<file path="config.mk">
export PLATFORM = sky130hd
export DESIGN_NAME = compass_heading_interpolator_top
export DESIGN_NICKNAME = d
export VERILOG_FILES = /design/src/hdl/chi_pkg.sv /design/src/hdl/chi_muldiv.sv /design/src/hdl/chi_hdgmod.sv /design/src/hdl/compass_heading_interpolator_top.sv
export SDC_FILE = /design/constraint.sdc
export NUM_CORES = 1
export LEC_CHECK = 0
export ABC_AREA = 1
export BUFFER_PORTS_ARGS = -buffer_cell sky130_fd_sc_hd__buf_2
export CORE_ASPECT_RATIO = 2
export CORE_MARGIN = 3
export CORE_UTILIZATION = 42
export CTS_CLUSTER_DIAMETER = 120
export DETAILED_ROUTE_END_ITERATION = 8
export PLACE_DENSITY = 0.7
export REMOVE_ABC_BUFFERS = 1
export SETUP_SLACK_MARGIN = 0.4
export SLEW_MARGIN = 20
export SYNTH_ARGS = -nofsm -noshare
export SYNTH_HDL_FRONTEND = slang
export SYNTH_HIERARCHICAL = 1
export SYNTH_SLANG_ARGS = --single-unit
</file>
<file path="constraint.sdc">
create_clock -name clk -period 5.1 [get_ports clk]
set_input_delay 1.02 -clock clk [delete_from_list [all_inputs] [get_ports clk]]
set_output_delay 1.02 -clock clk [all_outputs]
set_load 0.05 [all_outputs]
</file>
<file path="src/hdl/chi_pkg.sv">
// Shared types and constants for the compass heading interpolator.
// No dependencies; every other file refers to it by scoped names.
`timescale 1ns / 1ps

package chi_pkg;

    localparam int TIME_W        = 10;
    localparam int HEADING_W     = 16;
    localparam int ANGLE_W       = 16;
    localparam int MS_PER_SEC    = 1000;
    localparam int MS_MAX        = 999;
    localparam int FULL_TURN_DEF = 65536;

    localparam logic FUNC_QUERY  = 1'b0;
    localparam logic FUNC_UPDATE = 1'b1;

    typedef enum logic [1:0] {
        ST_IDLE,
        ST_CALC,
        ST_WRAP,
        ST_APPLY
    } top_state_t;

    typedef enum logic [1:0] {
        MD_IDLE,
        MD_MUL,
        MD_DIV
    } md_state_t;

endpackage

</file>
<file path="src/hdl/chi_muldiv.sv">
// Bit-serial unit: magnitude times elapsed time, then divided by the span.
// Shift-add multiply followed by restoring division; depends on chi_pkg.
`timescale 1ns / 1ps

module chi_muldiv #(
    parameter int FULL_TURN = chi_pkg::FULL_TURN_DEF
) (
    input  logic                          clk,
    input  logic                          rst_n,
    input  logic                          start,
    input  logic [$clog2(FULL_TURN)-1:0]  mag,
    input  logic [chi_pkg::TIME_W-1:0]    el,
    input  logic [chi_pkg::TIME_W-1:0]    span,
    output logic                          busy,
    output logic [$clog2(FULL_TURN)-1:0]  quotient
);

    localparam int ANG_W = $clog2(FULL_TURN);
    localparam int EL_W  = chi_pkg::TIME_W;
    localparam int P_W   = ANG_W + EL_W;
    localparam int CNT_W = $clog2(P_W + 1);

    chi_pkg::md_state_t state_reg, state_next;
    logic [CNT_W-1:0]   cnt_reg, cnt_next;
    logic [P_W-1:0]     prod_reg, prod_next;
    logic [P_W-1:0]     mcand_reg, mcand_next;
    logic [EL_W-1:0]    mplier_reg, mplier_next;
    logic [EL_W-1:0]    span_reg, span_next;
    logic [EL_W-1:0]    rem_reg, rem_next;
    logic [EL_W:0]      rem_sh;
    logic               qbit;

    always_comb
    begin
        rem_sh = {rem_reg, prod_reg[P_W-1]};
        qbit   = (rem_sh >= {1'b0, span_reg});
    end

    always_comb
    begin
        state_next = state_reg;
        unique case (state_reg)
            chi_pkg::MD_IDLE:
            begin
                if (start)
                    state_next = chi_pkg::MD_MUL;
            end
            chi_pkg::MD_MUL:
            begin
                if (cnt_reg == '0)
                    state_next = chi_pkg::MD_DIV;
            end
            chi_pkg::MD_DIV:
            begin
                if (cnt_reg == '0)
                    state_next = chi_pkg::MD_IDLE;
            end
            default:
                state_next = chi_pkg::MD_IDLE;
        endcase
    end

    always_comb
    begin
        cnt_next    = cnt_reg;
        prod_next   = prod_reg;
        mcand_next  = mcand_reg;
        mplier_next = mplier_reg;
        span_next   = span_reg;
        rem_next    = rem_reg;
        unique case (state_reg)
            chi_pkg::MD_IDLE:
            begin
                if (start)
                begin
                    cnt_next    = CNT_W'(EL_W - 1);
                    prod_next   = '0;
                    mcand_next  = P_W'(mag);
                    mplier_next = el;
                    span_next   = span;
                end
            end
            chi_pkg::MD_MUL:
            begin
                if (mplier_reg[0])
                    prod_next = prod_reg + mcand_reg;
                mcand_next  = {mcand_reg[P_W-2:0], 1'b0};
                mplier_next = {1'b0, mplier_reg[EL_W-1:1]};
                cnt_next    = cnt_reg - 1'b1;
                if (cnt_reg == '0)
                begin
                    cnt_next = CNT_W'(P_W - 1);
                    rem_next = '0;
                end
            end
            chi_pkg::MD_DIV:
            begin
                rem_next  = qbit ? EL_W'(rem_sh - {1'b0, span_reg}) : rem_sh[EL_W-1:0];
                prod_next = {prod_reg[P_W-2:0], qbit};
                cnt_next  = cnt_reg - 1'b1;
            end
            default:
            begin
                cnt_next = '0;
            end
        endcase
    end

    always_ff @(posedge clk or negedge rst_n)
    begin
        if (!rst_n)
        begin
            state_reg <= chi_pkg::MD_IDLE;
            cnt_reg   <= '0;
        end
        else
        begin
            state_reg <= state_next;
            cnt_reg   <= cnt_next;
        end
    end

    always_ff @(posedge clk)
    begin
        prod_reg   <= prod_next;
        mcand_reg  <= mcand_next;
        mplier_reg <= mplier_next;
        span_reg   <= span_next;
        rem_reg    <= rem_next;
    end

    assign busy     = (state_reg != chi_pkg::MD_IDLE);
    assign quotient = prod_reg[ANG_W-1:0];

endmodule

</file>
<file path="src/hdl/chi_hdgmod.sv">
// Bit-serial reduction of the incoming heading modulo one full turn.
// One heading bit per cycle, MSB first; depends on chi_pkg.
`timescale 1ns / 1ps

module chi_hdgmod #(
    parameter int FULL_TURN = chi_pkg::FULL_TURN_DEF
) (
    input  logic                          clk,
    input  logic                          rst_n,
    input  logic                          start,
    input  logic [chi_pkg::HEADING_W-1:0] heading,
    output logic                          busy,
    output logic [$clog2(FULL_TURN)-1:0]  residue
);

    localparam int ANG_W = $clog2(FULL_TURN);
    localparam int RED_W = ANG_W + 1;
    localparam int HDG_W = chi_pkg::HEADING_W;
    localparam int CNT_W = $clog2(HDG_W + 1);
    localparam logic [RED_W-1:0] TURN = RED_W'(FULL_TURN);

    logic             busy_reg, busy_next;
    logic [CNT_W-1:0] cnt_reg, cnt_next;
    logic [HDG_W-1:0] hdg_reg, hdg_next;
    logic [ANG_W-1:0] r_reg, r_next;
    logic [RED_W-1:0] r_sh;

    always_comb
    begin
        r_sh      = {r_reg, hdg_reg[HDG_W-1]};
        busy_next = busy_reg;
        cnt_next  = cnt_reg;
        hdg_next  = hdg_reg;
        r_next    = r_reg;
        if (busy_reg)
        begin
            r_next   = (r_sh >= TURN) ? ANG_W'(r_sh - TURN) : r_sh[ANG_W-1:0];
            hdg_next = {hdg_reg[HDG_W-2:0], 1'b0};
            cnt_next = cnt_reg - 1'b1;
            if (cnt_reg == '0)
                busy_next = 1'b0;
        end
        else if (start)
        begin
            busy_next = 1'b1;
            cnt_next  = CNT_W'(HDG_W - 1);
            hdg_next  = heading;
            r_next    = '0;
        end
    end

    always_ff @(posedge clk or negedge rst_n)
    begin
        if (!rst_n)
        begin
            busy_reg <= 1'b0;
            cnt_reg  <= '0;
        end
        else
        begin
            busy_reg <= busy_next;
            cnt_reg  <= cnt_next;
        end
    end

    always_ff @(posedge clk)
    begin
        hdg_reg <= hdg_next;
        r_reg   <= r_next;
    end

    assign busy    = busy_reg;
    assign residue = r_reg;

endmodule

</file>
<file path="src/hdl/compass_heading_interpolator_top.sv">
// Compass heading interpolator: control, heading state and output register.
// Instantiates chi_muldiv and chi_hdgmod; depends on chi_pkg.
//
// Usage:
//   Input channel (in_valid / in_stall) carries func, time_ms and
//   heading_angle. A query transaction (func = 0) yields one angle on the
//   output channel (out_valid / out_stall); an update (func = 1) yields none
//   and replaces the stored base angle, interval, stamp and step.
//   Each transaction runs from acceptance through the bit-serial multiply
//   and restoring divide in chi_muldiv, alongside the heading reduction in
//   chi_hdgmod, then through the wrap, apply and idle steps before the next
//   acceptance. A query result is loaded into the output register in its
//   apply step. in_stall is high while a transaction is in flight. If the
//   output is stalled, a finished query holds in its last step until the
//   output register frees; a pending result does not block the next input.
//   Reset clears the state to a zero base, zero step, zero stamp and a zero
//   interval, which acts as one millisecond.
`timescale 1ns / 1ps

module compass_heading_interpolator_top #(
    parameter int FULL_TURN = chi_pkg::FULL_TURN_DEF
) (
    input  logic                          clk,
    input  logic                          rst_n,
    input  logic                          in_valid,
    output logic                          in_stall,
    input  logic                          func,
    input  logic [chi_pkg::TIME_W-1:0]    time_ms,
    input  logic [chi_pkg::HEADING_W-1:0] heading_angle,
    output logic                          out_valid,
    input  logic                          out_stall,
    output logic [chi_pkg::ANGLE_W-1:0]   angle
);

    localparam int ANG_W = $clog2(FULL_TURN);
    localparam int DLT_W = ANG_W + 1;
    localparam int EXT_W = ANG_W + 2;
    localparam int TW    = chi_pkg::TIME_W;
    localparam int AW    = chi_pkg::ANGLE_W;
    localparam logic signed [EXT_W-1:0] TURN_S = EXT_W'(FULL_TURN);
    localparam logic signed [EXT_W-1:0] HALF_S = EXT_W'(FULL_TURN / 2);
    localparam logic [TW-1:0] MS_MAX_C = TW'(chi_pkg::MS_MAX);
    localparam logic [TW:0]   MS_SEC_C = (TW + 1)'(chi_pkg::MS_PER_SEC);

    chi_pkg::top_state_t state_reg, state_next;

    logic                    func_reg, func_next;
    logic [TW-1:0]           now_reg, now_next;
    logic [TW-1:0]           elapsed_reg, elapsed_next;
    logic [ANG_W-1:0]        curr_reg, curr_next;
    logic signed [DLT_W-1:0] step_delta_reg, step_delta_next;
    logic [ANG_W-1:0]        base_reg, base_next;
    logic [TW-1:0]           interval_reg, interval_next;
    logic [TW-1:0]           stamp_reg, stamp_next;
    logic                    out_valid_reg, out_valid_next;
    logic [AW-1:0]           angle_reg, angle_next;

    logic accept, out_free;
    logic md_start, md_busy, rd_busy;
    logic out_load, state_upd;

    logic [TW-1:0]    now_c, span_c, el_c, elapsed_c;
    logic [TW:0]      elapsed_w;
    logic [ANG_W-1:0] mag_c, quotient, residue;
    logic signed [EXT_W-1:0] q_s, a_c, d_c, d1_c, d2_c;

    assign accept   = in_valid && !in_stall;
    assign out_free = !out_valid_reg || !out_stall;

    always_comb
    begin
        now_c     = (time_ms > MS_MAX_C) ? MS_MAX_C : time_ms;
        elapsed_w = (now_c > stamp_reg) ? {1'b0, now_c} - {1'b0, stamp_reg}
                                        : {1'b0, now_c} + MS_SEC_C - {1'b0, stamp_reg};
        elapsed_c = elapsed_w[TW-1:0];
        span_c    = (interval_reg == '0) ? TW'(1) : interval_reg;
        el_c      = (elapsed_c > span_c) ? span_c : elapsed_c;
        mag_c     = step_delta_reg[DLT_W-1] ? ANG_W'(-step_delta_reg)
                                            : ANG_W'(step_delta_reg);
    end

    always_comb
    begin
        q_s = $signed({2'b00, quotient});
        if (step_delta_reg[DLT_W-1])
            q_s = -q_s;
        a_c = q_s + $signed({2'b00, base_reg});
        if (a_c < 0)
            a_c = a_c + TURN_S;
        else if (a_c >= TURN_S)
            a_c = a_c - TURN_S;
    end

    always_comb
    begin
        d_c  = $signed({2'b00, residue}) - $signed({2'b00, curr_reg});
        d1_c = (d_c < -HALF_S) ? d_c + TURN_S : d_c;
        d2_c = (d1_c > HALF_S) ? d1_c - TURN_S : d1_c;
    end

    always_comb
    begin
        state_next = state_reg;
        unique case (state_reg)
            chi_pkg::ST_IDLE:
            begin
                if (in_valid)
                    state_next = chi_pkg::ST_CALC;
            end
            chi_pkg::ST_CALC:
            begin
                if (!md_busy && !rd_busy)
                    state_next = chi_pkg::ST_WRAP;
            end
            chi_pkg::ST_WRAP:
                state_next = chi_pkg::ST_APPLY;
            chi_pkg::ST_APPLY:
            begin
                if (func_reg == chi_pkg::FUNC_UPDATE || out_free)
                    state_next = chi_pkg::ST_IDLE;
            end
            default:
                state_next = chi_pkg::ST_IDLE;
        endcase
    end

    always_comb
    begin
        in_stall  = 1'b1;
        md_start  = 1'b0;
        out_load  = 1'b0;
        state_upd = 1'b0;
        unique case (state_reg)
            chi_pkg::ST_IDLE:
            begin
                in_stall = 1'b0;
                md_start = in_valid;
            end
            chi_pkg::ST_CALC:
                in_stall = 1'b1;
            chi_pkg::ST_WRAP:
                in_stall = 1'b1;
            chi_pkg::ST_APPLY:
            begin
                out_load  = (func_reg == chi_pkg::FUNC_QUERY) && out_free;
                state_upd = (func_reg == chi_pkg::FUNC_UPDATE);
            end
            default:
                in_stall = 1'b1;
        endcase
    end

    always_comb
    begin
        func_next       = func_reg;
        now_next        = now_reg;
        elapsed_next    = elapsed_reg;
        curr_next       = curr_reg;
        step_delta_next = step_delta_reg;
        base_next       = base_reg;
        interval_next   = interval_reg;
        stamp_next      = stamp_reg;
        angle_next      = angle_reg;
        out_valid_next  = out_valid_reg && out_stall;
        if (accept)
        begin
            func_next    = func;
            now_next     = now_c;
            elapsed_next = elapsed_c;
        end
        if (state_reg == chi_pkg::ST_WRAP)
            curr_next = a_c[ANG_W-1:0];
        if (out_load)
        begin
            out_valid_next = 1'b1;
            angle_next     = AW'(curr_reg);
        end
        if (state_upd)
        begin
            step_delta_next = d2_c[DLT_W-1:0];
            base_next       = curr_reg;
            interval_next   = elapsed_reg;
            stamp_next      = now_reg;
        end
    end

    always_ff @(posedge clk or negedge rst_n)
    begin
        if (!rst_n)
        begin
            state_reg      <= chi_pkg::ST_IDLE;
            out_valid_reg  <= 1'b0;
            step_delta_reg <= '0;
            base_reg       <= '0;
            interval_reg   <= '0;
            stamp_reg      <= '0;
        end
        else
        begin
            state_reg      <= state_next;
            out_valid_reg  <= out_valid_next;
            step_delta_reg <= step_delta_next;
            base_reg       <= base_next;
            interval_reg   <= interval_next;
            stamp_reg      <= stamp_next;
        end
    end

    always_ff @(posedge clk)
    begin
        func_reg    <= func_next;
        now_reg     <= now_next;
        elapsed_reg <= elapsed_next;
        curr_reg    <= curr_next;
        angle_reg   <= angle_next;
    end

    chi_muldiv #(
        .FULL_TURN (FULL_TURN)
    ) u_muldiv (
        .clk      (clk),
        .rst_n    (rst_n),
        .start    (md_start),
        .mag      (mag_c),
        .el       (el_c),
        .span     (span_c),
        .busy     (md_busy),
        .quotient (quotient)
    );

    chi_hdgmod #(
        .FULL_TURN (FULL_TURN)
    ) u_hdgmod (
        .clk     (clk),
        .rst_n   (rst_n),
        .start   (md_start),
        .heading (heading_angle),
        .busy    (rd_busy),
        .residue (residue)
    );

    assign out_valid = out_valid_reg;
    assign angle     = angle_reg;

endmodule

</file>
== After elaboration in Yosys (flattened, before gate mapping) ==
Cells that the tools add are included.
Storage, ports and cells
  register bits: 236
  input bits: 31
  word-level logic and storage cells: 133
Cells by class
  add/sub/neg operators: 16
  order comparisons: 9
  eq/ne operators: 12
  muxes and demuxes: 46
  bitwise gates (word level): 1
  reduce and logical (&&, ||, !) cells: 26
Operators by type and width (number)
  $mux W16: 8
  $mux W26: 3
  $pmux W26 S3: 1
  $mux W10: 7
  $pmux W26 S2: 1
  $pmux W10 S2: 2
  $mux W18: 2
  $sub A16 B1 Y16 const B: 2
  $sub A10 B10 Y10: 3
  $add A26 B26 Y26: 1
  $gt A10 B10 Y1: 2
  $mux W5: 4
  $add A17 B18 Y18 const B: 1
  $add A18 B17 Y18: 1
  $ge A18 B18 Y1 const B: 1
  $gt A18 B17 Y1 const B: 1
  $lt A18 B1 Y1 const B: 1
  $neg A16 Y18: 1
  $ge A17 B17 Y1 const B: 1
  $lt A17 B16 Y1 const B: 1
  $mux W17: 1
  $sub A16 B16 Y17: 1
  $sub A17 B17 Y17 const B: 1
  $add A16 B1 Y16 const B: 1
  other kinds (25): 62

== Depth between registers and ports, before layout ==
Gate-level depths: netlist (run 1).
  word-level depth: 9
  gate-level depth with buffers: 29
  gate-level depth less buffers: 29

== By module ==
The synthesis (run 1) kept the hierarchy.
Modules (own cells, without submodules)
  compass_heading_interpolator_top: times used 1, cells an instance 991, area an instance 7727.4 um^2
  chi_muldiv: times used 1, cells an instance 835, area an instance 6381.1 um^2
  chi_hdgmod: times used 1, cells an instance 160, area an instance 1614.0 um^2

== Worst setup path after synthesis (run 1) ==
OpenSTA, ideal clock, no wires.
  kind: input -> register
  start point: input port time_ms[4] (netlist bit)
  end point: register u_muldiv.mplier_reg[0] (data pin)
  library setup time: 252 ps
  arrival time: 4226 ps
  setup slack: 622 ps
  stages on the path: 28
  buffers on the path: 0
  path through: inv_1 > a21oi_1 > nand4_1 > inv_1 > nor2_1 > inv_1 > ha_1 > ha_1 > fa_1 > nand3_1 > nand2_1 > nand2_1 > o211ai_1 > xor2_1 > nand2_1 > nand2_1 > inv_1 > ha_1 > nand2_1 > nor2_1 > nand4_1 > nand3b_1 > nand2_1 > clkinv_1 > nand2_1 > o21ai_0 > nand2_1 > nand2_1
On the way
  word-level cells in the longest chain between the ends: 9
  elaborated cells on any way between the ends: 11
  classes of those cells: add/sub: 3; order compare: 3; mux: 5
Ends and longest elaborated chain
  from (decl): line compass_heading_interpolator_top.sv:28  | input logic [chi_pkg::TIME_W-1:0] time_ms,
  $gt A10 B10 Y1 (*): line compass_heading_interpolator_top.sv:72  | now_c = (time_ms > MS_MAX_C) ? MS_MAX_C : time_ms;
  $mux W10 (*): line compass_heading_interpolator_top.sv:72
  named net now_c[1]: line compass_heading_interpolator_top.sv:62  | logic [TW-1:0] now_c, span_c, el_c, elapsed_c;
  $add A10 B10 Y10: line compass_heading_interpolator_top.sv:74  | : {1'b0, now_c} + MS_SEC_C - {1'b0, stamp_reg};
  $sub A10 B10 Y10: line compass_heading_interpolator_top.sv:74
  $mux W10 (*): line compass_heading_interpolator_top.sv:73  | elapsed_w = (now_c > stamp_reg) ? {1'b0, now_c} - {1'b0, stamp_reg}
  named net elapsed_w[9]: line compass_heading_interpolator_top.sv:63  | logic [TW:0] elapsed_w;
  $gt A10 B10 Y1 (*): line compass_heading_interpolator_top.sv:77  | el_c = (elapsed_c > span_c) ? span_c : elapsed_c;
  $mux W10 (*): line compass_heading_interpolator_top.sv:77
  named net el_c[0]: line compass_heading_interpolator_top.sv:62
  $mux W10 (*): line chi_muldiv.sv:74  | if (start)
  $pmux W10 S2 (*): line chi_muldiv.sv:71  | unique case (state_reg)
  named net u_muldiv.mplier_next[0]: line chi_muldiv.sv:27  | logic [EL_W-1:0] mplier_reg, mplier_next;
  to (signal assigned): line chi_muldiv.sv:127  | mplier_reg <= mplier_next;
  to (decl): line chi_muldiv.sv:27
Mark *: on every way through the listed nets, which the timed path passes. The rest lies on a longest branch. The select of a mux whose other input is x is not followed.
A chain may end at the register's enable or synchronous reset.

== Worst setup path in the final report (run 1) ==
  start point: input port time_ms[8] (netlist bit)
  end point: register u_muldiv.mplier_reg[0] (data pin)
Same word-level chain as after synthesis.

==> results.py, run 1 <==
metrics = {
    "synthesis": {
        "synth-simple-area-share_pct": 25.1,
        "yosysSeqAreaShare_pct": 42.8,
        "synthesis.area_um2": 15700,
        "synth_compound_area_share_pct": 8.52,
        "synth_xor_area_share_pct": 3.62,
        "yosysUniqueCellTypes": 53,
        "syn_avg_cell_area_um2": 7.92,
        "ys_warn_count": 6,
        "synth.top_cell.area_share_pct": 31.7,
        "synth_adder_area_share_pct": 10.1,
        "synth_area_leader_cell": "edfxtp_1",
        "synth_edf_count": 166,
        "async_flop_share_pct": 29.2,
        "muxShareOfSynthArea_pct": 0,
        "synth_cells": 1986,
        "synthFlopType": "edfxtp_1",
        "ys_ff_latch": 236,
        "synth_top_cells_by_area": "edfxtp_1 (32%), nand2_1 (15%), dfrtp_1 (11%)",
        "synth_top_family_by_area": "simple AND/OR/NAND/NOR gates",
    },
    "floorplanning": {
        "core_area_um2": 36700,
        "die_x_um": 143,
        "start_util_pct": 42.9,
        "io_pins": 49,
        "die_h_um": 280,
        "row_count": 99,
        "dieArea_um2": 39900,
    },
    "worst_setup_path": {
        "critPathCaptureType": "flip-flop",
        "cpPeakStageDelay_ns": 0.58,
        "cp.required_ns": 5.38,
        "arrival_ns": 4.69,
        "rr_worst_depth": 23,
        "r2r_setup_slack_ns": 1.40,
        "critPathLaunchType": "input port",
        "cp_max_fo": 5,
        "r2r_start": "stamp_reg[2]",
        "critPathKind": "in2reg",
        "crit_top_cell": "nand2_1",
        "r2r-end": "u_muldiv/mplier_reg[0]",
        "crit_path_top_delay_cell": "fa_2",
    },
    "placement": {
        "io_buffers": 48,
        "place_area_um2": 16300,
        "place_ws_ns": -0.0174,
        "place.gp.congestion": 0.949,
        "dpl.hpwl_um": 30100,
    },
    "timing": {
        "post-route-period-util_pct": 86.5,
        "setup_viol": 0,
        "hold_violations": 0,
        "tightest_slew_ns": 1.04,
        "layout_setup_ws_ns": 0.690,
        "rsz0062_at_grt": "no",
        "clock_skew_ns": 0.0100,
        "slew_violations": 0,
        "fin_setup_tns_ns": 0,
        "max-slew-margin-rel_pct": 30.9,
        "finalCriticalPeriod_ns": 4.41,
        "fmax_mhz": 227,
    },
    "global_routing": {
        "grt_pass1_wl_um": 64500,
        "grt_pass1_vias": 13200,
        "grt_use_total_pct": 20.1,
        "grt_max_degree": 70,
        "grt_overflow": 0,
        "antenna_found_initial": 0,
    },
    "clock_network": {
        "postCtsHoldBufs": 0,
        "cts_tree": "yes",
        "cts_root_buf": "clkbuf_16",
        "clk_latency_ns": 0.53,
        "clkTransAtPathRegs_ns": 0.07,
        "h-tree-depth": 1,
        "clock_sink_count": 236,
        "cts_max_path_buffers": 3,
        "numCtsBuffers": 23,
    },
    "cells_and_area": {
        "areaGrowthSynthToFinish_pct": 10.0,
        "fin_util_pct": 47.2,
        "multi_input_area_um2": 7570,
        "layout-drive-gt1-share_pct": 9.79,
        "register_area_um2": 6730,
        "antenna_cells": 0,
        "fin_area_um2": 17300,
        "nets": 2158,
        "fillers": 3566,
    },
    "detailed_routing": {
        "route.detailed.drc": 0,
        "ant_nets": 0,
        "drt_iter0_drc": 592,
        "first_pass_iters": 5,
        "via_per_inst": 5.13,
        "via_count": 12700,
        "wire_per_inst_um": 16.0,
        "drt-total-wl_um": 39600,
    },
    "hold_path": {
        "hold_end": "interval_reg[0]",
        "hold_path.startpoint": "elapsed_reg[0]",
        "holdPathStages": 2,
        "hold_class": "reg2reg",
    },
    "outcome": {
        "status": "finished, final reports clean",
    },
    "flow_run": {
        "maxCapViolCount": 0,
    },
}
[logic make-up after synthesis]
logic type                 count (synthesis)
DFF                                      236
buffers and inverters                    382
AOI/OAI and AO/OA                        240
adders and majority gates                121
xor gates and xnor gates                  65
and+or+nand+nor                          942
[synthesized netlist by cell type (3+ instances only)]
| cell | n |
|---|---|
| a21oi_1 | 93 |
| a21o_1 | 5 |
| dfrtp_1 | 69 |
| edfxtp_1 | 166 |
| buf_2 | 11 |
| o21bai_1 | 5 |
| inv_1 | 305 |
| o21ai_2 | 6 |
| nand3_1 | 82 |
| a31oi_1 | 6 |
| nand3b_1 | 7 |
| nor2_1 | 130 |
| a21oi_2 | 7 |
| nand2_1 | 630 |
| nor3_1 | 13 |
| nand2_2 | 17 |
| nand3_2 | 9 |
| nand4_1 | 25 |
| fa_1 | 9 |
| inv_2 | 3 |
| nor2_4 | 4 |
| clkbuf_1 | 34 |
| xnor2_1 | 14 |
| o21ai_0 | 91 |
| buf_6 | 4 |
| o21ai_1 | 9 |
| or2_2 | 8 |
| buf_4 | 17 |
| buf_1 | 4 |
| xor2_1 | 51 |
| ha_1 | 112 |
| o211ai_1 | 4 |
| nor2_2 | 8 |
| o31ai_1 | 3 |
[placed cells by master (no fill, tap or decap), types with 15 or more instances in the layout]
| cell | instances |
|---|---|
| buf_4 | 15 |
| nor2_1 | 126 |
| nand2_1 | 627 |
| nand3_1 | 82 |
| buf_2 | 47 |
| xor2_1 | 51 |
| dfrtp_1 | 69 |
| inv_1 | 303 |
| a21oi_1 | 89 |
| clkbuf_16 | 26 |
| ha_1 | 104 |
| o21ai_0 | 90 |
| edfxtp_1 | 166 |
| nand4_1 | 25 |
| nand2_2 | 20 |
[what timing repair did]
| item | CTS | global route |
|---|---|---|
| setup endpoints to repair | 0 | 10 |
| setup buffers | 0 | 2 |
| hold endpoints to repair | 0 | 0 |
| resized for setup | 0 | 27 |
[worst max-delay path by stage]
| stage | from | cells past startpoint | endpoint | slack [ns] |
|---|---|---|---|---|
| 4_1_cts | time_ms[4] | 29 | u_muldiv/mplier_reg[0] | 0.52 |
| 5_1_grt | time_ms[8] | 29 | u_muldiv/mplier_reg[0] | 0.40 |
| 2_1_floorplan | u_muldiv/state_reg[1] | 4 | u_muldiv/mcand_reg[0] | -0.33 |
| 3_3_place_gp | time_ms[4] | 29 | u_muldiv/mplier_reg[0] | 0.11 |
| 6_report | time_ms[8] | 29 | u_muldiv/mplier_reg[0] | 0.69 |
| 3_5_place_dp | time_ms[4] | 29 | u_muldiv/mplier_reg[0] | -0.02 |
[critical path: cells and delay by family]
family	cells	cell delay [ns]
AO/OA/AOI/OAI	3	0.31
AND/OR/NAND/NOR	16	1.54
XOR/XNOR	1	0.17
adder cells (fa/ha/maj)	3	1.03
buffers and inverters	6	0.62
[area by class of cell]
cell class | instances | share of cell area (%)
Tap cell | 454 | 3.28
Inverter | 312 | 6.83
Clock inverter | 9 | 0.846
Clock buffer | 32 | 4.12
Timing Repair Buffer | 64 | 2.19
Multi-Input combinational cell | 1368 | 43.8
Sequential cell | 236 | 38.9
Timing Repair inverter | 1 | 0.0434
[per-layer routing]
metal	GRT usage [%]	share of wire (%)
met1	19.0	34
met2	40.8	58
met3	1.66	2.3
met4	10.8	6.1
met5	0	0
[through the flow]
step / hold WS, ns / std cells
after floorplan: 0.418 / 1916
after global placement: 0.431 / 2432
after detailed placement: 0.439 / 2432
after CTS: 0.457 / 2473
after global routing: 0.468 / 2476
final: 0.451 / 2476
Power of run 1 is not shown: default switching activity piles up to over one toggle a cycle in this logic, so the estimate is an artifact.
==> inputs of run 2 (changes only) <==
--- a/config.mk
+++ b/config.mk
@@ -8,7 +8,7 @@
 export ABC_AREA = 1
 export BUFFER_PORTS_ARGS = -buffer_cell sky130_fd_sc_hd__buf_2
 export CORE_ASPECT_RATIO = 2
-export CORE_MARGIN = 3
+export CORE_MARGIN = 2
 export CORE_UTILIZATION = 42
 export CTS_CLUSTER_DIAMETER = 120
 export DETAILED_ROUTE_END_ITERATION = 8
==> run 2 against run 1 <==
  * Global-route usage up 0.39 points
  * Non-clock buffer count up 1
  * Worst setup slack better by 0.0081 ns
  * Register-to-register slack worse by 0.09 ns
  * Clock skew up 0.0059 ns
  * Critical path depth unchanged
  * First-iteration DRC count up 14%
  * Sequential share of layout area up 0.43 points
  * Worst hold slack worse by 0.0013 ns
  * Cell area down 1.1%
  * Critical path type unchanged
==> results.py, run 2 (synthesis results as in run 1) <==
metrics = {
    "cells_and_area": {
        "register_area_um2": 6730,
        "final_common_cell": "nand2_1",
        "nets": 2159,
        "antenna_cells": 0,
        "mostFrequentLayoutCells": "nand2_1 (628), inv_1 (304), edfxtp_1 (166), nor2_1 (125), ha_1 (108)",
        "layout-drive-gt1-share_pct": 9.34,
        "fillers": 3676,
        "multi_input_area_um2": 7520,
        "areaGrowthSynthToFinish_pct": 8.83,
    },
    "worst_setup_path": {
        "crit_end": "u_muldiv/mplier_reg[0]",
        "critPathLaunchType": "input port",
        "rr_worst_depth": 22,
        "cp_max_fo": 5,
        "crit_top_cell": "nand2_1",
        "critPathCaptureType": "flip-flop",
        "r2r_start": "stamp_reg[0]",
        "arrival_ns": 4.69,
        "crit_path_top_delay_cell": "fa_2",
        "critPathKind": "in2reg",
        "r2r-end": "u_muldiv/mplier_reg[9]",
        "r2r_setup_slack_ns": 1.31,
        "cpPeakStageDelay_ns": 0.56,
        "critPathLaunch": "time_ms[8]",
        "cp.required_ns": 5.38,
    },
    "global_routing": {
        "grt_use_total_pct": 20.5,
        "grt_max_degree": 70,
        "antenna_found_initial": 0,
        "grt_overflow": 0,
        "grt_pass1_wl_um": 64100,
        "grt_pass1_vias": 13200,
    },
    "outcome": {
        "status": "finished, final reports clean",
    },
    "flow_run": {
        "maxCapViolCount": 0,
    },
    "clock_network": {
        "clk_latency_ns": 0.53,
        "cts_tree": "yes",
        "clock_sink_count": 236,
        "clkTransAtPathRegs_ns": 0.06,
        "numCtsBuffers": 23,
        "cts_root_buf": "clkbuf_16",
        "h-tree-depth": 1,
        "cts_max_path_buffers": 3,
        "postCtsHoldBufs": 0,
    },
    "floorplanning": {
        "dieArea_um2": 39100,
        "row_count": 100,
        "start_util_pct": 42.5,
        "io_pins": 49,
        "core_area_um2": 37000,
        "die_h_um": 278,
        "die_x_um": 141,
    },
    "timing": {
        "post-route-period-util_pct": 86.3,
        "max-slew-margin-rel_pct": 28.7,
        "fin_setup_tns_ns": 0,
        "fmax_mhz": 227,
        "rsz0062_at_grt": "no",
        "slew_violations": 0,
        "finalCriticalPeriod_ns": 4.40,
        "tightest_slew_ns": 1.07,
        "setup_viol": 0,
        "hold_violations": 0,
        "clock_skew_ns": 0.0159,
    },
    "detailed_routing": {
        "first_pass_iters": 5,
        "drt_iter0_drc": 673,
        "wire_per_inst_um": 16.0,
        "route.detailed.drc": 0,
        "ant_nets": 0,
        "via_per_inst": 5.09,
        "via_count": 12600,
        "drt-total-wl_um": 39800,
    },
    "hold_path": {
        "hold_class": "reg2reg",
    },
    "placement": {
        "dpl.hpwl_um": 30900,
        "io_buffers": 48,
        "place.gp.congestion": 0.956,
    },
}
run 2: worst min path at each step:
stage	startpoint	slack (ns)	end	cells after the start
2_1_floorplan	now_reg[0]	0.42	stamp_reg[0]	2
3_3_place_gp	elapsed_reg[2]	0.43	interval_reg[2]	2
3_5_place_dp	curr_reg[14]	0.43	angle[14]	0
4_1_cts	curr_reg[14]	0.45	angle[14]	0
5_1_grt	curr_reg[14]	0.46	angle[14]	0
6_report	now_reg[0]	0.45	stamp_reg[0]	2
run 2: layout make-up:
| cell class | instances | area share [%] |
|---|---|---|
| timing repair inverter | 1 | 0.0439 |
| sequential | 236 | 39.3 |
| inverter | 312 | 6.91 |
| clock inverter | 8 | 0.446 |
| clock buffer | 34 | 3.78 |
| tap | 459 | 3.36 |
| multi-input combinational | 1368 | 43.9 |
| timing repair buffer | 65 | 2.19 |
run 2: timing repair:
item | CTS | global route
setup endpoints to repair | 0 | 10
buffers inserted | 0 | 3
gates resized for setup | 0 | 18
run 2: layer usage:
| metal | part of all wire, % | routed length (µm) | GRT usage (%) |
|---|---|---|---|
| met5 | 0 | 0 | 0 |
| met4 | 6.6 | 2630 | 12.6 |
| met3 | 2.1 | 834 | 1.50 |
| met2 | 57 | 22800 | 42.0 |
| met1 | 34 | 13600 | 18.7 |
run 2: per-stage QoR:
step	setup slack [ns]	area, µm²	instances	hold WS (ns)	util [%]
2_1_floorplan	-0.332	15400	1916	0.418	-
3_3_place_gp	0.109	16300	2437	0.434	44.0
3_5_place_dp	-0.0666	16300	2437	0.434	44.0
4_1_cts	0.489	17000	2479	0.450	46.0
5_1_grt	0.393	17100	2483	0.456	46.2
6_report	0.698	17100	2483	0.450	46.2
run 2: critical path: cells and delay by family:
| family | cells | cell delay [ns] |
|---|---|---|
| compound gates | 5 | 0.58 |
| buf+inv | 6 | 0.67 |
| xor+xnor | 1 | 0.14 |
| fa+ha+maj | 3 | 1.00 |
| simple gates | 14 | 1.25 |
Power of run 2 is left out for the same reason.
==> inputs of run 3 (changes only) <==
--- a/config.mk
+++ b/config.mk
@@ -13,8 +13,10 @@
 export CTS_CLUSTER_DIAMETER = 120
 export DETAILED_ROUTE_END_ITERATION = 8
 export PLACE_DENSITY = 0.7
+export RECOVER_POWER = 25
 export REMOVE_ABC_BUFFERS = 1
 export SETUP_SLACK_MARGIN = 0.4
+export SKIP_LAST_GASP = 1
 export SLEW_MARGIN = 20
 export SYNTH_ARGS = -nofsm -noshare
 export SYNTH_HDL_FRONTEND = slang
==> run 3 against run 2 <==
  * Global-route usage unchanged
  * Core utilization about the same
  * The flow now finishes with violations (max-capacitance violations, max-slew violations)
  * Critical path depth unchanged
  * Highest routed layer unchanged
  * Worst hold slack about the same
  * Cell count unchanged
  * Clock skew about the same
  * Critical endpoint unchanged
  * First-iteration DRC count decreased by 13%
  * Critical path type unchanged
  * Maximum frequency decreased by 4.0%
  * Non-clock buffer count unchanged
  * Clock-buffer cell count unchanged
  * Die area unchanged
==> results.py, run 3 (synthesis results as in run 1) <==
metrics = {
    "detailed_routing": {
        "wire_per_inst_um": 16.1,
        "first_pass_iters": 5,
        "via_count": 12700,
        "drt-total-wl_um": 40000,
        "via_per_inst": 5.10,
        "ant_nets": 0,
        "drt_iter0_drc": 586,
        "route.detailed.drc": 0,
    },
    "outcome": {
        "violations": "max-capacitance violations, max-slew violations",
        "status": "finished, violations left",
    },
    "timing": {
        "slew_violations": 108,
        "fmax_mhz": 218,
        "max-slew-margin-rel_pct": -25.6,
        "post-route-period-util_pct": 89.9,
        "rsz0062_at_grt": "no",
        "hold_violations": 0,
        "setup_viol": 0,
        "finalCriticalPeriod_ns": 4.59,
        "tightest_slew_ns": 1.88,
        "clock_skew_ns": 0.0155,
    },
    "worst_setup_path": {
        "cp_max_fo": 5,
        "crit_top_cell": "nand2_1",
        "cpPeakStageDelay_ns": 0.56,
        "critPathKind": "in2reg",
        "critPathLaunchType": "input port",
        "crit_path_top_delay_cell": "fa_2",
        "cp.required_ns": 5.38,
        "critPathCaptureType": "flip-flop",
        "arrival_ns": 4.87,
    },
    "clock_network": {
        "postCtsHoldBufs": 0,
        "cts_max_path_buffers": 3,
        "clock_sink_count": 236,
        "h-tree-depth": 1,
        "numCtsBuffers": 23,
        "cts_root_buf": "clkbuf_16",
        "clkTransAtPathRegs_ns": 0.06,
        "cts_tree": "yes",
        "clk_latency_ns": 0.53,
    },
    "cells_and_area": {
        "fillers": 3681,
        "final_common_cell": "nand2_1",
        "layout-drive-gt1-share_pct": 8.94,
        "nets": 2159,
        "mostFrequentLayoutCells": "nand2_1 (628), inv_1 (305), edfxtp_1 (166), nor2_1 (126), ha_1 (108)",
        "fin_area_um2": 17100,
        "fin_util_pct": 46.2,
        "antenna_cells": 0,
        "areaGrowthSynthToFinish_pct": 8.73,
    },
    "global_routing": {
        "antenna_found_initial": 0,
        "grt_use_total_pct": 20.5,
        "grt_pass1_vias": 13200,
        "grt_pass1_wl_um": 64100,
        "grt_overflow": 0,
        "grt_max_degree": 70,
    },
    "floorplanning": {
        "io_pins": 49,
        "dieArea_um2": 39100,
        "row_count": 100,
        "start_util_pct": 42.5,
        "die_h_um": 278,
        "die_x_um": 141,
        "core_area_um2": 37000,
    },
    "hold_path": {
        "hold_class": "reg2reg",
    },
    "placement": {
        "io_buffers": 48,
        "place.gp.congestion": 0.956,
        "place_area_um2": 16300,
        "dpl.hpwl_um": 30900,
    },
    "flow_run": {
        "maxCapViolCount": 2,
    },
}
-- run 3: repair_timing --
action,in CTS,in global routing
resized for setup,0,18
buffers inserted,0,3
setup endpoints to repair,0,10
-- run 3: final timing paths --
path	from	to	slack [ns]	depth (start not counted)
setup reg to reg	stamp_reg[0]	u_muldiv/mplier_reg[9]	1.31	22
min in group asynchronous	rst_n	out_valid	0.99	1
hold reg to reg	now_reg[0]	stamp_reg[0]	0.45	2
hold / removal	now_reg[0]	stamp_reg[0]	0.45	2
setup / recovery	time_ms[8]	u_muldiv/mplier_reg[0]	0.51	29
max in group asynchronous	rst_n	base_reg[9]	2.97	1
-- run 3: worst max-delay path, delay by kind of cell --
| family | cells | cell delay [ns] |
|---|---|---|
| AND/OR/NAND/NOR | 14 | 1.31 |
| adder cells (fa/ha/maj) | 3 | 1.01 |
| buffers and inverters | 6 | 0.80 |
| AO/OA/AOI/OAI | 5 | 0.59 |
| XOR/XNOR | 1 | 0.14 |
-- run 3: metrics by stage --
step	std cells	hold WS, ns	setup WS [ns]	TNS [ns]
2_1_floorplan	1916	0.418	-0.332	-11.95
3_3_place_gp	2437	0.434	0.109	0
3_5_place_dp	2437	0.434	-0.0666	-0.392
4_1_cts	2479	0.450	0.489	0
5_1_grt	2483	0.456	0.195	0
6_report	2483	0.450	0.514	0
-- run 3: cell type report --
cell class | count | area, µm² | share of cell area, %
Inverter | 312 | 1180 | 6.92
Sequential cell | 236 | 6730 | 39.4
Timing Repair inverter | 1 | 7.51 | 0.0439
Timing Repair Buffer | 65 | 362 | 2.12
Multi-Input combinational cell | 1368 | 7510 | 44.0
Clock inverter | 8 | 76.3 | 0.446
Clock buffer | 34 | 647 | 3.78
Tap cell | 459 | 574 | 3.36
-- run 3: metal layers --
metal	track usage [%]	wire, µm	part of all wire, %	vias to the layer above
li1	-	-	-	6387
met1	18.7	13600	34	5889
met2	42.0	22900	57	260
met3	1.50	863	2.2	137
met4	12.6	2600	6.5	0
met5	0	0	0	-
Power of run 3 is left out for the same reason.
